[config.mk]
export PLATFORM = sky130hd
export DESIGN_NAME = record_deque_with_key_search_top_flat
export DESIGN_NICKNAME = d
export VERILOG_FILES = /design/src/rtl/core/rdq_pkg.sv /design/src/rtl/core/rdq_if.sv /design/src/rtl/core/rdq_mem.sv /design/src/rtl/core/rdq_seq.sv /design/src/rtl/core/record_deque_with_key_search_top.sv /design/src/flat_wrapper.sv
export SDC_FILE = /design/constraint.sdc
export NUM_CORES = 2
export LEC_CHECK = 0
export ABC_CLOCK_PERIOD_IN_PS = 22700
export BUFFER_PORTS_ARGS = -buffer_cell sky130_fd_sc_hd__buf_4
export CORE_UTILIZATION = 52
export DETAILED_ROUTE_END_ITERATION = 8
export GPL_TIMING_DRIVEN = 0
export PLACE_DENSITY_LB_ADDON = 0.15
export RECOVER_POWER = 25
export SKIP_CTS_REPAIR_TIMING = 1
export SLEW_MARGIN = 0
export SYNTH_ARGS = -nofsm -noshare
export SYNTH_HDL_FRONTEND = slang
export SYNTH_SLANG_ARGS = --single-unit
[constraint.sdc]
create_clock -name i_clk -period 22.7 [get_ports i_clk]
set_input_delay 2.27 -clock i_clk [delete_from_list [all_inputs] [get_ports i_clk]]
set_output_delay 2.27 -clock i_clk [all_outputs]
set_load 0.02 [all_outputs]
[src/rtl/core/rdq_pkg.sv]
package rdq_pkg;

    localparam int DEPTH  = 32;
    localparam int SLOT_W = $clog2(DEPTH);
    localparam int CNT_W  = $clog2(DEPTH + 1);
    localparam int SUM_W  = CNT_W + 1;

    localparam logic [2:0] OP_PUSH_FRONT = 3'd0;
    localparam logic [2:0] OP_PUSH_REAR  = 3'd1;
    localparam logic [2:0] OP_POP_FRONT  = 3'd2;
    localparam logic [2:0] OP_POP_REAR   = 3'd3;
    localparam logic [2:0] OP_DUMP       = 3'd4;
    localparam logic [2:0] OP_SEARCH     = 3'd5;

    localparam logic [1:0] ST_OK        = 2'd0;
    localparam logic [1:0] ST_EMPTY     = 2'd1;
    localparam logic [1:0] ST_FULL      = 2'd2;
    localparam logic [1:0] ST_NOT_FOUND = 2'd3;

    typedef struct packed {
        logic signed [31:0] key;
        logic signed [23:0] score;
        logic [63:0]        name;
    } t_rec;

    typedef struct packed {
        logic [1:0] status;
        t_rec       rec;
        logic       last;
    } t_res;

    typedef struct packed {
        logic              we;
        logic              re;
        logic [SLOT_W-1:0] waddr;
        logic [SLOT_W-1:0] raddr;
        t_rec              wdata;
    } t_mem_req;

    function automatic logic [SLOT_W-1:0] slot_inc(input logic [SLOT_W-1:0] s);
        return (s == SLOT_W'(DEPTH - 1)) ? '0 : s + SLOT_W'(1);
    endfunction

    function automatic logic [SLOT_W-1:0] slot_dec(input logic [SLOT_W-1:0] s);
        return (s == '0) ? SLOT_W'(DEPTH - 1) : s - SLOT_W'(1);
    endfunction

    function automatic logic [SLOT_W-1:0] slot_add(input logic [SLOT_W-1:0] s,
                                                   input logic [CNT_W-1:0]  c);
        logic [SUM_W-1:0] sum;
        sum = SUM_W'(s) + SUM_W'(c);
        return (sum >= SUM_W'(DEPTH)) ? SLOT_W'(sum - SUM_W'(DEPTH)) : SLOT_W'(sum);
    endfunction

endpackage

[src/rtl/core/rdq_if.sv]
interface rdq_in_if;
    logic               valid;
    logic               ready;
    logic [2:0]         opcode;
    logic signed [31:0] record_key;
    logic signed [23:0] score_hundredths;
    logic [63:0]        name_chars;

    modport source (output valid, output opcode, output record_key,
                    output score_hundredths, output name_chars, input ready);
    modport sink   (input valid, input opcode, input record_key,
                    input score_hundredths, input name_chars, output ready);
endinterface

interface rdq_out_if;
    logic               valid;
    logic               ready;
    logic [1:0]         status;
    logic signed [31:0] out_key;
    logic signed [23:0] out_score;
    logic [63:0]        out_name;
    logic               last_result;

    modport source (output valid, output status, output out_key, output out_score,
                    output out_name, output last_result, input ready);
    modport sink   (input valid, input status, input out_key, input out_score,
                    input out_name, input last_result, output ready);
endinterface

[src/rtl/core/rdq_mem.sv]
module rdq_mem (
    input  logic              i_clk,
    input  rdq_pkg::t_mem_req i_req,
    output rdq_pkg::t_rec     o_rd_rec
);

    rdq_pkg::t_rec r_mem [rdq_pkg::DEPTH];
    rdq_pkg::t_rec r_rd_rec;

    always_ff @(posedge i_clk) begin
        if (i_req.we) begin
            r_mem[i_req.waddr] <= i_req.wdata;
        end
    end

    always_ff @(posedge i_clk) begin
        if (i_req.re) begin
            r_rd_rec <= r_mem[i_req.raddr];
        end
    end

    assign o_rd_rec = r_rd_rec;

endmodule

[src/rtl/core/rdq_seq.sv]
module rdq_seq (
    input  logic              i_clk,
    input  logic              i_rst_n,
    rdq_in_if.sink            i_item,
    input  logic              i_out_free,
    output logic              o_emit,
    output rdq_pkg::t_res     o_res,
    output rdq_pkg::t_mem_req o_mem_req,
    input  rdq_pkg::t_rec     i_rd_rec
);

    localparam logic [1:0] S_IDLE  = 2'd0;
    localparam logic [1:0] S_READ  = 2'd1;
    localparam logic [1:0] S_CHECK = 2'd2;
    localparam logic [1:0] S_RESP  = 2'd3;

    logic [1:0]                  r_state, n_state;
    logic [2:0]                  r_op, n_op;
    logic signed [31:0]          r_key, n_key;
    logic [rdq_pkg::SLOT_W-1:0]  r_front, n_front;
    logic [rdq_pkg::CNT_W-1:0]   r_count, n_count;
    logic [rdq_pkg::SLOT_W-1:0]  r_slot, n_slot;
    logic [rdq_pkg::CNT_W-1:0]   r_left, n_left;
    logic [1:0]                  r_status, n_status;

    logic accept;
    logic full;
    logic empty;
    logic hit;
    logic last_visit;

    assign i_item.ready = (r_state == S_IDLE);
    assign accept       = i_item.valid && i_item.ready;
    assign full         = (r_count == rdq_pkg::CNT_W'(rdq_pkg::DEPTH));
    assign empty        = (r_count == '0);
    assign hit          = (i_rd_rec.key == r_key);
    assign last_visit   = (r_left == rdq_pkg::CNT_W'(1));

    always_comb begin
        n_state  = r_state;
        n_op     = r_op;
        n_key    = r_key;
        n_front  = r_front;
        n_count  = r_count;
        n_slot   = r_slot;
        n_left   = r_left;
        n_status = r_status;
        o_emit   = 1'b0;
        o_res    = '0;

        o_mem_req             = '0;
        o_mem_req.raddr       = r_slot;
        o_mem_req.waddr       = rdq_pkg::slot_add(r_front, r_count);
        o_mem_req.wdata.key   = i_item.record_key;
        o_mem_req.wdata.score = i_item.score_hundredths;
        o_mem_req.wdata.name  = i_item.name_chars;

        unique case (r_state)
            S_IDLE: begin
                if (accept) begin
                    n_op  = i_item.opcode;
                    n_key = i_item.record_key;
                    unique case (i_item.opcode) inside
                        rdq_pkg::OP_PUSH_FRONT, rdq_pkg::OP_PUSH_REAR: begin
                            n_state = S_RESP;
                            if (full) begin
                                n_status = rdq_pkg::ST_FULL;
                            end else begin
                                n_status     = rdq_pkg::ST_OK;
                                o_mem_req.we = 1'b1;
                                n_count      = r_count + rdq_pkg::CNT_W'(1);
                                if (i_item.opcode == rdq_pkg::OP_PUSH_FRONT) begin
                                    n_front         = rdq_pkg::slot_dec(r_front);
                                    o_mem_req.waddr = rdq_pkg::slot_dec(r_front);
                                end
                            end
                        end
                        rdq_pkg::OP_POP_FRONT, rdq_pkg::OP_POP_REAR,
                        rdq_pkg::OP_DUMP, rdq_pkg::OP_SEARCH: begin
                            if (empty) begin
                                n_state  = S_RESP;
                                n_status = rdq_pkg::ST_EMPTY;
                            end else begin
                                n_state = S_READ;
                                n_left  = r_count;
                                n_slot  = r_front;
                                if (i_item.opcode == rdq_pkg::OP_POP_FRONT) begin
                                    n_front = rdq_pkg::slot_inc(r_front);
                                    n_count = r_count - rdq_pkg::CNT_W'(1);
                                end else if (i_item.opcode == rdq_pkg::OP_POP_REAR) begin
                                    n_slot  = rdq_pkg::slot_add(r_front,
                                                  r_count - rdq_pkg::CNT_W'(1));
                                    n_count = r_count - rdq_pkg::CNT_W'(1);
                                end
                            end
                        end
                        default: begin
                        end
                    endcase
                end
            end
            S_READ: begin
                o_mem_req.re = 1'b1;
                n_state      = S_CHECK;
            end
            S_CHECK: begin
                if (r_op == rdq_pkg::OP_SEARCH && !hit) begin
                    if (last_visit) begin
                        n_state  = S_RESP;
                        n_status = rdq_pkg::ST_NOT_FOUND;
                    end else begin
                        n_left  = r_left - rdq_pkg::CNT_W'(1);
                        n_slot  = rdq_pkg::slot_inc(r_slot);
                        n_state = S_READ;
                    end
                end else if (i_out_free) begin
                    o_emit       = 1'b1;
                    o_res.status = rdq_pkg::ST_OK;
                    o_res.rec    = i_rd_rec;
                    o_res.last   = (r_op != rdq_pkg::OP_DUMP) || last_visit;
                    if (o_res.last) begin
                        n_state = S_IDLE;
                    end else begin
                        n_left  = r_left - rdq_pkg::CNT_W'(1);
                        n_slot  = rdq_pkg::slot_inc(r_slot);
                        n_state = S_READ;
                    end
                end
            end
            S_RESP: begin
                if (i_out_free) begin
                    o_emit       = 1'b1;
                    o_res.status = r_status;
                    o_res.last   = 1'b1;
                    n_state      = S_IDLE;
                end
            end
            default: begin
                n_state = S_IDLE;
            end
        endcase
    end

    always_ff @(posedge i_clk) begin
        if (!i_rst_n) begin
            r_state <= S_IDLE;
            r_front <= '0;
            r_count <= '0;
        end else begin
            r_state <= n_state;
            r_front <= n_front;
            r_count <= n_count;
        end
    end

    always_ff @(posedge i_clk) begin
        r_op     <= n_op;
        r_key    <= n_key;
        r_slot   <= n_slot;
        r_left   <= n_left;
        r_status <= n_status;
    end

`ifndef SYNTH
    a_count_bound: assert property (@(posedge i_clk) disable iff (!i_rst_n)
        r_count <= rdq_pkg::CNT_W'(rdq_pkg::DEPTH))
        else $error("Entry count exceeds the queue depth.");

    a_push_grows: assert property (@(posedge i_clk) disable iff (!i_rst_n)
        accept && !full && (i_item.opcode == rdq_pkg::OP_PUSH_FRONT ||
                            i_item.opcode == rdq_pkg::OP_PUSH_REAR)
        |=> r_count == $past(r_count) + rdq_pkg::CNT_W'(1))
        else $error("An accepted push did not add one entry.");

    a_pop_shrinks: assert property (@(posedge i_clk) disable iff (!i_rst_n)
        accept && !empty && (i_item.opcode == rdq_pkg::OP_POP_FRONT ||
                             i_item.opcode == rdq_pkg::OP_POP_REAR)
        |=> r_count == $past(r_count) - rdq_pkg::CNT_W'(1))
        else $error("An accepted pop did not remove one entry.");

    a_emit_free: assert property (@(posedge i_clk) disable iff (!i_rst_n)
        o_emit |-> i_out_free)
        else $error("A result was produced while the output register was occupied.");

    a_walk_left: assert property (@(posedge i_clk) disable iff (!i_rst_n)
        (r_state == S_READ || r_state == S_CHECK) |-> r_left != '0)
        else $error("A record walk runs with no entries left to visit.");
`endif

endmodule

[src/rtl/core/record_deque_with_key_search_top.sv]
// Bounded double-ended queue of up to rdq_pkg::DEPTH records (key, score, 8-character
// name) held in a single-write, single-read memory with a registered read port. A push
// or an operation on an empty queue passes through a response state that hands its one
// result to the output register; a pop first reads its record from the memory, then hands
// it on. Dump and search walk the records from the front through the one memory read port,
// each record visited taking a read, then a compare or emit, and an emit waits while the
// output register is occupied. A new item is accepted once the previous one has handed its
// last result to the output register, which then waits for the sink on its own.
module record_deque_with_key_search_top (
    input  logic      i_clk,
    input  logic      i_rst_n,
    rdq_in_if.sink    i_item,
    rdq_out_if.source o_result
);

    rdq_pkg::t_mem_req mem_req;
    rdq_pkg::t_rec     rd_rec;
    rdq_pkg::t_res     res;
    logic              emit;
    logic              out_free;

    logic              r_out_valid;
    rdq_pkg::t_res     r_out;

    assign out_free = !r_out_valid || o_result.ready;

    rdq_seq u_seq (
        .i_clk      (i_clk),
        .i_rst_n    (i_rst_n),
        .i_item     (i_item),
        .i_out_free (out_free),
        .o_emit     (emit),
        .o_res      (res),
        .o_mem_req  (mem_req),
        .i_rd_rec   (rd_rec)
    );

    rdq_mem u_mem (
        .i_clk    (i_clk),
        .i_req    (mem_req),
        .o_rd_rec (rd_rec)
    );

    always_ff @(posedge i_clk) begin
        if (!i_rst_n) begin
            r_out_valid <= 1'b0;
        end else if (emit) begin
            r_out_valid <= 1'b1;
        end else if (o_result.ready) begin
            r_out_valid <= 1'b0;
        end
    end

    always_ff @(posedge i_clk) begin
        if (emit) begin
            r_out <= res;
        end
    end

    assign o_result.valid       = r_out_valid;
    assign o_result.status      = r_out.status;
    assign o_result.out_key     = r_out.rec.key;
    assign o_result.out_score   = r_out.rec.score;
    assign o_result.out_name    = r_out.rec.name;
    assign o_result.last_result = r_out.last;

endmodule

[src/flat_wrapper.sv]
// flat-port wrapper written by rule: the top's interface ports become plain ports
module record_deque_with_key_search_top_flat 
  (i_clk, i_rst_n, i_item_valid, i_item_opcode, i_item_record_key, i_item_score_hundredths, i_item_name_chars, i_item_ready, o_result_valid, o_result_status, o_result_out_key, o_result_out_score, o_result_out_name, o_result_last_result, o_result_ready);
  rdq_in_if i_item_i ();
  rdq_out_if o_result_i ();
  input  logic i_clk;
  input  logic i_rst_n;
  input wire logic [$bits(i_item_i.valid)-1:0] i_item_valid;
  input wire logic [$bits(i_item_i.opcode)-1:0] i_item_opcode;
  input wire logic [$bits(i_item_i.record_key)-1:0] i_item_record_key;
  input wire logic [$bits(i_item_i.score_hundredths)-1:0] i_item_score_hundredths;
  input wire logic [$bits(i_item_i.name_chars)-1:0] i_item_name_chars;
  output wire logic [$bits(i_item_i.ready)-1:0] i_item_ready;
  output wire logic [$bits(o_result_i.valid)-1:0] o_result_valid;
  output wire logic [$bits(o_result_i.status)-1:0] o_result_status;
  output wire logic [$bits(o_result_i.out_key)-1:0] o_result_out_key;
  output wire logic [$bits(o_result_i.out_score)-1:0] o_result_out_score;
  output wire logic [$bits(o_result_i.out_name)-1:0] o_result_out_name;
  output wire logic [$bits(o_result_i.last_result)-1:0] o_result_last_result;
  input wire logic [$bits(o_result_i.ready)-1:0] o_result_ready;
  assign i_item_i.valid = i_item_valid;
  assign i_item_i.opcode = i_item_opcode;
  assign i_item_i.record_key = i_item_record_key;
  assign i_item_i.score_hundredths = i_item_score_hundredths;
  assign i_item_i.name_chars = i_item_name_chars;
  assign i_item_ready = i_item_i.ready;
  assign o_result_valid = o_result_i.valid;
  assign o_result_status = o_result_i.status;
  assign o_result_out_key = o_result_i.out_key;
  assign o_result_out_score = o_result_i.out_score;
  assign o_result_out_name = o_result_i.out_name;
  assign o_result_last_result = o_result_i.last_result;
  assign o_result_i.ready = o_result_ready;
  record_deque_with_key_search_top u_core (.i_clk(i_clk), .i_rst_n(i_rst_n), .i_item(i_item_i), .o_result(o_result_i));
endmodule
==> Word level (Yosys, flattened, before mapping) <==
Memory sizes are Yosys's and may differ from the RTL's. A register that Yosys moved wholly into a read port is not among the register bits.
Index checks and enable logic that the tools add are counted.
{ "op_classes": {"add_sub_neg": 10, "magnitude_cmp": 2, "eq_ne": 31, "n_mux": 71, "bitwise_logic": 2, "n_reduce_logical": 22} }
{ "ops": {"columns": ["operator", "n"], "rows": [
  ["5-bit two-way mux", 23],
  ["6-bit two-way mux", 11],
  ["32-bit equality test", 1],
  ["2-bit two-way mux", 12],
  ["6-bit one-hot mux with 2 select lines", 2],
  ["5-bit one-hot mux with 2 select lines", 2],
  ["2-bit one-hot mux with 2 select lines", 4],
  ["3-bit inequality test (second input constant)", 5],
  ["5-bit by 1-bit subtractor with 5-bit output (second input constant)", 3],
  ["5-bit by 6-bit adder with 7-bit output", 2],
  ["7-bit by 6-bit >= comparator with 1-bit output (second input constant)", 2],
  ["1-bit two-way mux", 14],
  ["2-bit inequality test (second input constant)", 7],
  ["7-bit AND reduction", 2],
  ["6-bit AND reduction", 2],
  ["6-bit by 1-bit subtractor with 6-bit output (second input constant)", 2],
  ["5-bit by 1-bit adder with 5-bit output (second input constant)", 2],
  ["5-bit equality test (second input constant)", 2],
  ["3-bit equality test (second input constant)", 3],
  ["2-bit one-hot mux with 4 select lines", 1],
  ["6-bit by 1-bit adder with 6-bit output (second input constant)", 1],
  ["3-bit by 2-bit equality test with 1-bit output (second input constant)", 2],
  ["6-bit by 1-bit equality test with 1-bit output (second input constant)", 1],
  ["6-bit equality test (second input constant)", 1],
  ["other kinds (21)", 31]
]} }
{ "word_totals": {"regBits": 185, "ramBits": 3840, "in_bits": 127, "out_inout_bits": 125, "wordCells": 153, "mem_count": 1} }
{ "memory_table": {"columns": ["name", "words", "word_bits", "read_ports", "rd_clocked_by_memory_dff", "wr", "line", "rtl"], "rows": [
  ["u_core.u_mem.r_mem", 32, 120, 1, 1, 1, "rdq_mem.sv:7", "rdq_pkg::t_rec r_mem [rdq_pkg::DEPTH];"]
]} }

==> Longest topological paths before layout <==
{ "depth": {"word_depth": 10, "ltp_mapped": 10, "ltp_nobuf": 10} }

==> Modules after synthesis <==
Synthesis repeated with hierarchy kept, for this count alone.
{ "unflattened": {"cells_unflattened": 7850, "hier_area_um2": 158912.4} }
{ "by_module_without_submodules": {"columns": ["mod", "instances", "cells_per_inst", "area_per_inst_um2", "seq_area_each_um2"], "rows": [
  ["rdq_mem", 1, 6974, 149313.2, 118914.0],
  ["rdq_seq", 1, 749, 5856.9, 1701.6],
  ["record_deque_with_key_search_top", 1, 127, 3742.3, 3713.6]
]} }

==> Least setup slack after synthesis <==
Ideal clock, no wire load.
{ "synth_path": {"path_kind": "input -> register", "from": "in i_item_valid", "to": "mem u_core.u_mem.r_mem[19][0] (netlist bit), enable pin", "setup_time_ps": 746, "arrival_time_ps": 14700, "required_ps": 21954, "path_slack_ps": 7254, "path_stages": 7, "path_buffers": 1, "cell_sequence": "nor3b_1 > nand2_1 > nor3b_4 > mux2i_1 > xor2_1 > buf_6 > nor3_1"} }
{ "synth_via": {"elab_chain_cells": 5, "elab_cells_between_ends": 7, "classes_between": "mux (6); reduce/logical (1)"} }
{ "synth_rtl": {"columns": ["element", "line", "rtl"], "rows": [
  ["start: declaration", "flat_wrapper.sv:8", "input wire logic [$bits(i_item_i.valid)-1:0] i_item_valid;"],
  ["1-bit logical AND *", "rdq_seq.sv:33", "assign accept = i_item.valid && i_item.ready;"],
  ["1-bit two-way mux", "rdq_seq.sv:60", "if (accept) begin"],
  ["1-bit two-way mux", "rdq_seq.sv:58", "unique case (r_state)"],
  ["1-bit two-way mux", "rdq_mem.sv:11", "if (i_req.we) begin"],
  ["1-bit two-way mux (implied by the code)", "rdq_mem.sv:12", "r_mem[i_req.waddr] <= i_req.wdata;"],
  ["end: declaration", "rdq_mem.sv:7", null]
]} }
Every way passes the cells marked *; elsewhere a longest branch is shown, timed or not.

==> Worst setup path in the final report <==
{ "layout_path": {"from": "in i_item_valid", "to": "mem u_core.u_mem.r_mem[19][45] (netlist bit), enable pin"} }
Same word-level chain as after synthesis.

==> summary.md <==
| Metric | Value |
|---|---|
| Area share of the largest cell type after synthesis | 0.7903 |
| Vias in the first global route | 74860 |
| CTS Buffer Depth | 4 |
| Static Leak | 0.05879 µW |
| Crit Path Class | input pin to flop |
| Buffers on Ports | ~250 |
| Hold_ws | between 500 and 600 ps |
| Synth Register Bits | 4145 |
| Fin crit share | 0.2791 |
| Core area | about 0.3 mm² |
| First DRT Iteration DRCs | 10660 |
| Die width | 551.4 µm |
| DRT antenna net count | 0 |
| Site row count | 201 |
| Drt first pass iters | 6 |
| Fillers | 20120 |
| Register area share after synthesis | 0.7920 |
| Clock sinks | 4145 |
| Fmax | 157.8 MHz |
| Power, Total | 18350 µW |
| Post-DP HPWL | 286800 µm |
| Post-DR wirelength/cell | 35.80 µm |
| Most frequent cells in the layout | edfxtp_1 (4131), mux4_2 (1200), buf_6 (452) |
| Worst-Margin Slew | 1461 ps |
| Mean area per synthesized cell | 25.26 µm² |
| Dpl cell area | 0.1713 mm² |
| Hold Fails Final Rpt | 0 |
| CP endpoint kind | flop |
| Dominant cell type by area after synthesis | edfxtp_1 |
| Worst Clk Skew | around 64 ps |
| Crit path required time | roughly 23000 ps |
| Die height | 551.4 µm |
| Largest net degree at the start of global routing | 34 |
| Drc violations | 0 |
| GRT Overall Usage | 0.2804 |
| Yosys cell types | 53 |
| Syn Std Cell Area | 0.1570 mm² |
| Asr flop ratio synth | 0 |
| Final setup fails | 0 |
| Most common cell after layout, fill and taps aside | edfxtp_1 |
| H-tree levels | 5 |
| Share of cells above drive strength 1 | 0.3606 |
| Antenna violations before repair | 40 |
| Top-Level Pins | around 250 |
| CTS Buf Count | about 420 |
| Routed WL | 423000 µm |
| CP Max Fanout | 10 |
| Tmin final | around 6300 ps |
| Initial Util | 0.5232 |
| Post-Synthesis Cells | 6215 |
| Clk root buf | clkbuf_16 |
| Ys flop type | edfxtp_1 |
| Die area | 0.3041 mm² |
| Slew Limit Fails | 0 |
| RSZ-0062 raised after global routing | no |
| R2R Setup Slk | ~17000 ps |
| Post-synth EDFFs | 4131 |
| Outcome | finished, final reports clean |
| First-pass GRT wire length | around 580000 µm |
| Worst slew margin | 0.02569 |
| VDD IR max | approximately 0.000075 V |
| TritonCTS clock tree | yes |
| Worst-Skew Late Latency | roughly 1000 ps |
| GP Congestion | 0.7692 |
| Nets | 7627 |
| Cell area power density | roughly 100 mW/mm² |
| Area growth, synth to finish | 17.75% |
| Routed vias | 75510 |
| Clock Pin Slew Worst Setup and Hold Paths | 60 ps |
| Mapped Nets | 6364 |
| Worst setup SP type | input pin |
| CP arrival | roughly 7000 ps |
| Fin area | between 0.15 and 0.2 mm² |
| Worst Hold Class | flop to flop |
| Max-cap viol count | 0 |
| Vias/cell | 6.391 |
| Global route overflow | 0 |
| Ranking of synthesized cells by area | edfxtp_1 (79%), mux4_2 (17%), mux2_2 (0.88%) |
| Ys Warns | 0 |
| Setup_tns | 0 ps |
-- where the power goes --
| group | total, µW | internal (µW) | switching (µW) | leakage, µW |
|---|---|---|---|---|
| clock network | 6930 | 4000 | 2930 | 0.00674 |
| logic | 2790 | 1220 | 1570 | 0.0147 |
| registers | 8640 | 8590 | 41.9 | 0.0374 |
| total | 18400 | 13800 | 4540 | 0.0588 |
-- sequential cells by signal (all words and copies together), names as in the netlist, 3 cells and up --
signal,flops
u_core.u_mem.r_mem,3840
u_core.o_result.out_key,32
u_core.u_seq.r_key,32
u_core.u_seq.r_slot,5
u_core.o_result.out_name,64
u_core.u_seq.r_op,3
u_core.u_seq.r_front,5
u_core.u_mem.o_rd_rec,120
u_core.o_result.out_score,24
u_core.u_seq.r_count,6
u_core.u_seq.r_left,6
-- cell families after synthesis --
logic type,after synthesis,share of synthesized area
DFF,4145,0.7920
muxes,1327,0.1812
buffers and inverters,327,0.008999
and+or+nand+nor,264,0.009780
AOI/OAI and AO/OA,75,0.002973
xor gates and xnor gates,55,0.003117
adders and majority gates,22,0.001849
-- worst paths after layout --
path | from | to | cells after the start
worst min-delay path | u_core.u_mem.o_rd_rec[9] | u_core.o_result.out_name[9] | 1
worst min register to register | u_core.u_mem.o_rd_rec[9] | u_core.o_result.out_name[9] | 1
worst max-delay path | i_item_valid | u_core.u_mem.r_mem[19][45] | 15
worst max register to register | u_core.u_mem.o_rd_rec[90] | u_core.o_result.out_name[58] | 8
-- through the flow --
step | util | instances | setup WS [ps]
final | 0.6161 | 11820 | 16360
after global routing | 0.6160 | 11810 | 16280
after CTS | 0.6171 | 11800 | 16480
after detailed placement | 0.5711 | 11020 | 15450
after global placement | 0.5460 | 10420 | -12310
after floorplan | - | 6215 | 7254
-- synthesized netlist by cell type, types with 2 or more instances --
cell and n:
edfxtp_1 4131, buf_4 17, mux2_2 123, buf_1 28, xnor2_1 10, nand3b_1 3
and2_1 128, and3_1 6, o221a_2 2, o21ai_0 26, or4b_2 3, a21o_1 4
dfxtp_1 14, nand3_1 5, buf_6 3, inv_1 15, fa_1 2, clkbuf_1 185
ha_1 20, nor3_1 32, o21a_1 5, mux4_2 1200, or3_1 4, nand2_1 29
mux2i_1 4, nor2b_1 6, buf_2 79, a21oi_1 19, xor2_1 44, nor3b_1 4
nor2_1 19, nor4_1 9, a31oi_1 2, o31ai_1 3, nand2b_1 5, a21boi_0 2
a22oi_1 2, o211ai_1 2, nand4_1 5, o221ai_1 2
-- worst max-delay path, stage by stage --
cell and delay [ps]:
buf_4 90, nor3b_2 730, nand2_1 360, nor3b_4 370, mux2i_1 430, xor2_1 360
buf_6 280, nor3_2 710, buf_8 250, buf_6 190, buf_6 210, buf_6 190
buf_8 160, buf_8 160, buf_6 170
-- per-layer routing --
metal	track usage	part of all wire
met1	0.4047	0.39
met2	0.4415	0.48
met3	0.05482	0.099
met4	0.07995	0.028
met5	0	0.00032
-- layout make-up --
| type | instances | area, µm² | area share |
|---|---|---|---|
| tap | 3958 | 4952 | 0.02679 |
| sequential | 4145 | 124300 | 0.6726 |
| antenna | 18 | 45.04 | 0.0002437 |
| clock inverter | 275 | 2984 | 0.01614 |
| multi-input combinational | 1743 | 31430 | 0.1700 |
| inverter | 15 | 56.30 | 0.0003046 |
| clock buffer | 507 | 10840 | 0.05862 |
| timing repair buffer | 843 | 8822 | 0.04773 |
| buffer | 312 | 1389 | 0.007514 |
Power figures use the tool's default switching activity.
